### config.mk
export PLATFORM = sky130hd
export DESIGN_NAME = tcb_ctrl
export DESIGN_NICKNAME = d
export VERILOG_FILES = /design/src/design/tcb_pkg.sv /design/src/design/tcb_ctrl.sv
export SDC_FILE = /design/constraint.sdc
export NUM_CORES = 1
export LEC_CHECK = 0
export BUFFER_PORTS_ARGS = -buffer_cell sky130_fd_sc_hd__buf_2
export CAP_MARGIN = 5
export CORE_AREA = 3 3 40 42
export CTS_CLUSTER_DIAMETER = 100
export DETAILED_ROUTE_END_ITERATION = 16
export DIE_AREA = 0 0 43 45
export GPL_ROUTABILITY_DRIVEN = 0
export SYNTH_ARGS = -nofsm -noshare
export SYNTH_HDL_FRONTEND = slang
export SYNTH_SLANG_ARGS = --single-unit
### constraint.sdc
create_clock -name clk -period 2.6 [get_ports clk]
set_clock_uncertainty 0.15 [all_clocks]
set_input_delay 0.65 -clock clk [delete_from_list [all_inputs] [get_ports clk]]
set_output_delay 0.65 -clock clk [all_outputs]
set_load 0.02 [all_outputs]
### src/design/tcb_pkg.sv
package tcb_pkg;

  localparam int MAX_COLS_DEF = 80;
  localparam int MAX_ROWS_DEF = 25;

  localparam int CHAR_W = 8;
  localparam int COL_W  = 7;
  localparam int ROW_W  = 5;
  localparam int CFG_W  = 7;

  localparam logic [COL_W-1:0]  COLS_RESET   = 7'd80;
  localparam logic [ROW_W-1:0]  ROWS_RESET   = 5'd25;
  localparam logic [CHAR_W-1:0] NEWLINE_CODE = 8'd10;

  localparam logic OP_PUT  = 1'b0;
  localparam logic OP_READ = 1'b1;

  localparam logic REG_COLS = 1'b0;
  localparam logic REG_ROWS = 1'b1;

  typedef struct packed {
    logic accept;
    logic exec;
    logic scroll_start;
    logic sweep;
    logic read_capture;
    logic out_load;
  } ctl_cmd_t;

  typedef struct packed {
    logic is_read;
    logic scroll_needed;
    logic sweep_done;
    logic out_free;
  } ctl_stat_t;

endpackage

### src/design/tcb_ctrl.sv
module tcb_ctrl
  import tcb_pkg::*;
(
  input  logic      clk,
  input  logic      rst,
  input  logic      in_tvalid,
  output logic      in_tready,
  input  ctl_stat_t stat,
  output ctl_cmd_t  cmd
);

  typedef enum logic [2:0] {
    S_CLEAR,
    S_IDLE,
    S_EXEC,
    S_RD_WAIT,
    S_SCROLL,
    S_DONE
  } state_t;

  state_t state;

  assign in_tready = (state == S_IDLE);

  always_comb begin
    cmd = '0;
    case (state)
      S_CLEAR:   cmd.sweep = 1'b1;
      S_IDLE:    cmd.accept = in_tvalid;
      S_EXEC: begin
        cmd.exec = 1'b1;
        cmd.scroll_start = !stat.is_read && stat.scroll_needed;
      end
      S_RD_WAIT: cmd.read_capture = 1'b1;
      S_SCROLL:  cmd.sweep = 1'b1;
      S_DONE:    cmd.out_load = stat.out_free;
      default:   cmd = '0;
    endcase
  end

  always_ff @(posedge clk) begin
    if (rst) begin
      state <= S_CLEAR;
    end else begin
      case (state)
        S_CLEAR: begin
          if (stat.sweep_done) state <= S_IDLE;
        end
        S_IDLE: begin
          if (in_tvalid) state <= S_EXEC;
        end
        S_EXEC: begin
          if (stat.is_read)           state <= S_RD_WAIT;
          else if (stat.scroll_needed) state <= S_SCROLL;
          else                         state <= S_DONE;
        end
        S_RD_WAIT: state <= S_DONE;
        S_SCROLL: begin
          if (stat.sweep_done) state <= S_DONE;
        end
        S_DONE: begin
          if (stat.out_free) state <= S_IDLE;
        end
        default: state <= S_CLEAR;
      endcase
    end
  end

endmodule

==> metrics list <==
- Reported leakage power: 0.147 nW
- The tree is rooted in a sky130_fd_sc_hd__clkbuf_4.
- Share of post-route cells with drive strength above 1: 0.465
- Highest net fanout along the worst path: 9
- Effective utilization at floorplan: 0.158
* Mean instance size in the synthesized netlist: 7.51 um^2
- Synthesis handed over a netlist of 27 instances.
- Number of nets still failing antenna checks after routing: 0
* Vias in the first global route: 227
* Routed WL: 521 um
- Transition time at the pin with the least slew margin: 0.265 ns
- Of the total power, registers draw 0.312.
- Number of input and output port buffers inserted: 13
* Die span in y: 45 um
- The number of antenna violations at the first check in global routing is 0.
- Synthesized area: 203 um^2
- Count of inserted antenna diode cells: 0
* Number of cell instances on the worst register-to-register path: 3
* Setup repair after global routing missed its margin: false
- The placed instances occupy a cell area of 279 um^2.
- Synthesis inferred 3 register bits.
- Headroom to the max-slew limit came out at 0.823.
- I/O pin count: 14
- Crit. End Element: primary output
- After clock tree synthesis, the setup repair step added 0 buffers.
* Launching element type of the critical path: flop
- Main combinational cell family by area after synthesis: simple AND/OR/NAND/NOR gates
- Critical register-to-register path startpoint: state[1]$_SDFFE_PP0P_
* Final core occ: 0.238
- Compared with the post-synthesis result, the final layout area differs by 50.6%.
- H-tree level count: 1
- Gate power share: 0.243
* Worst hold stages: 2
- Post-route cell area: 305 um^2
- Adder-cell share of the synthesized area: 0
- Derived from the worst setup path, the maximum achievable clock frequency is 0.476 GHz.
- For this design, the CTS-stage hold fixing added 0 buffers.
- Worst hold start: state[2]$_SDFFE_PP0P_
* Layout fillers: 163
- Simple logic cell fraction of the synthesized area: 0.407
- For this run, the detailed router's first-pass iteration total came to 2.
* TritonCTS clock tree: built
* Cell variety after synth: 18
- The register with the most flip-flops in the final layout is state.
- The clock period could shrink to 2.10 ns.
- The tool flagged a number of max-cap violations equal to 0.
* Count of synthesis-stage warnings from yosys: 0
- The internal power of the cells totals 0.127 mW.
- TritonCTS buffer count: 3
- Of the post-synthesis cell area, the part taken by muxes is 0.
* Max Slew Vio Count: 0
- Total negative slack: 0 ns
- Number of nets produced by synthesis: 34
- Gates resized during post-CTS repair numbered 0.
- XOR/XNOR share of the synthesized area: 0
* First-pass GRT wire length: 890 um
- The multi-input combinational cells in the finished layout cover a total of 131 um^2.
- Sw Share: 0.306
- Compound-cell area share of the yosys netlist: 0.241
- Latest clock arrival within the worst-skew pair: 0.23 ns
* Core footprint: 1280 um^2
* Remaining Overflow, GRT: 0
- Average via count per standard cell: 4.10
- Of the total power, the clock network draws 0.445.
- The final hold violation count is 0.
* Reg area: 60.1 um^2
- Share of the clock period used by the worst path after layout: 0.808
* Worst Path Required: 1.80 ns
* Vias: 238
- Worst supply voltage drop on vdd: 0.000269 V
- Remaining DRCs: 0
- Power density cells: 602 nW/um^2
- For this run, the total global-route usage over all layers was measured as 0.0648.
- In this run the power spent charging and discharging nets is 0.0563 mW.
- Leading registers by flop count: state x3
- In this run the deepest clock path goes through 2 buffers.
* Run status: complete, no violations
* Endpoint of the worst register-to-register path: state[1]$_SDFFE_PP0P_
- The tree built by TritonCTS fans out to 3 sinks.
- Layout Nets: 51
- The critical path is of the reg -> out type.
* Setup violators final: 0
* Clock transition at path regs: 0.04 ns
- The die is 43 um wide.
- Number of standard-cell rows in the floorplan: 13
* Detailed-route wire length per cell: 8.98 um
- R2R Setup Slk: 1.42 ns
- Of the synthesized area, sequential elements account for 0.296.
* Max FFs per register: 3
- Number of DRC markers after the initial detailed-route iteration: 6
* Detailed Place HPWL: 423 um
- Worst min-delay path endpoint: state[2]$_SDFFE_PP0P_
* Area enclosed by the die boundary: 1940 um^2
- Entering global routing, the biggest net connects 10 pins.
- Data arrival, critical path: 1.30 ns
- Hold Path Class: reg -> reg
==> area by class of cell <==
cell class	count	area share
well taps	15	0.0615
flip-flops and latches	3	0.197
inverters	1	0.0123
clock buffers	4	0.0861
repair buffers	13	0.213
multi-input cells	22	0.430
==> how the worst max path moves through the flow <==
stage	startpoint	to	slack, ns
final	state[0]$_SDFFE_PP0P_	cmd[5]	0.50
after global routing	state[0]$_SDFFE_PP0P_	cmd[5]	0.39
after CTS	state[0]$_SDFFE_PP0P_	cmd[5]	0.48
after detailed placement	stat[3]	cmd[3]	0.62
after global placement	stat[3]	cmd[3]	0.63
after floorplan	state[0]$_SDFFE_PP0P_	cmd[5]	0.65
==> critical path: stages (launching register included) <==
cell                      delay (ns)
sky130_fd_sc_hd__dfxtp_1        0.46
sky130_fd_sc_hd__inv_1          0.13
sky130_fd_sc_hd__nor3_2         0.20
sky130_fd_sc_hd__and2_1         0.13
sky130_fd_sc_hd__buf_2          0.15
==> synth_stat cells (all sizes together) <==
| library cell | instances | area [um^2] |
|---|---|---|
| o21ai | 1 | 5.00 |
| nand2 | 3 | 11.3 |
| inv | 1 | 3.75 |
| a21o | 1 | 8.76 |
| and3 | 1 | 6.26 |
| nor2 | 5 | 18.8 |
| nor3 | 2 | 15.0 |
| and2 | 1 | 6.26 |
| a21oi | 2 | 10.0 |
| buf | 1 | 7.51 |
| a211o | 1 | 8.76 |
| nand3b | 1 | 7.51 |
| a2bb2oi | 1 | 8.76 |
| o31ai | 1 | 7.51 |
| and2b | 1 | 8.76 |
| dfxtp | 3 | 60.1 |
| nand2b | 1 | 8.76 |
==> power by group through the flow <==
stage	registers, mW	logic [mW]	clock network, mW
5_1_grt	0.0581	0.0500	0.0937
3_3_place_gp	0.0579	0.0447	0
2_1_floorplan	0.0534	0.0353	0
4_1_cts	0.0572	0.0452	0.0873
6_report	0.0573	0.0447	0.0818
3_5_place_dp	0.0580	0.0451	0
==> metrics by stage <==
step / instances / setup WS [ns] / hold slack [ns] / power (mW)
finish: 58 / 0.500 / 0.375 / 0.184
global route: 58 / 0.394 / 0.423 / 0.202
CTS: 58 / 0.480 / 0.374 / 0.190
detailed placement: 54 / 0.618 / 0.370 / 0.103
global placement: 54 / 0.629 / 0.380 / 0.103
floorplan: 27 / 0.655 / 0.327 / 0.0887
==> logic make-up after synthesis <==
| kind of cell | count (synthesis) |
|---|---|
| AND/OR/NAND/NOR | 15 |
| AO/OA/AOI/OAI | 7 |
| flip-flops | 3 |
| buffers and inverters | 2 |
==> per-layer routing <==
metal  share of wire  track usage  vias up
li1                -            -      126
met1            0.49       0.0767      101
met2            0.37       0.0778       11
met3            0.14       0.0558        0
met4               0       0.0361        0
met5               0            0        -
==> cells in the final DEF, fill, tap and decap left out, types with 2 or more instances in the layout <==
cell	netlist	layout
sky130_fd_sc_hd__clkbuf_4	0	3
sky130_fd_sc_hd__buf_2	0	13
sky130_fd_sc_hd__a21oi_1	2	2
sky130_fd_sc_hd__nand2_1	3	3
sky130_fd_sc_hd__dfxtp_1	3	3
sky130_fd_sc_hd__nor2_1	5	5
(Power assumes the default switching activity.)
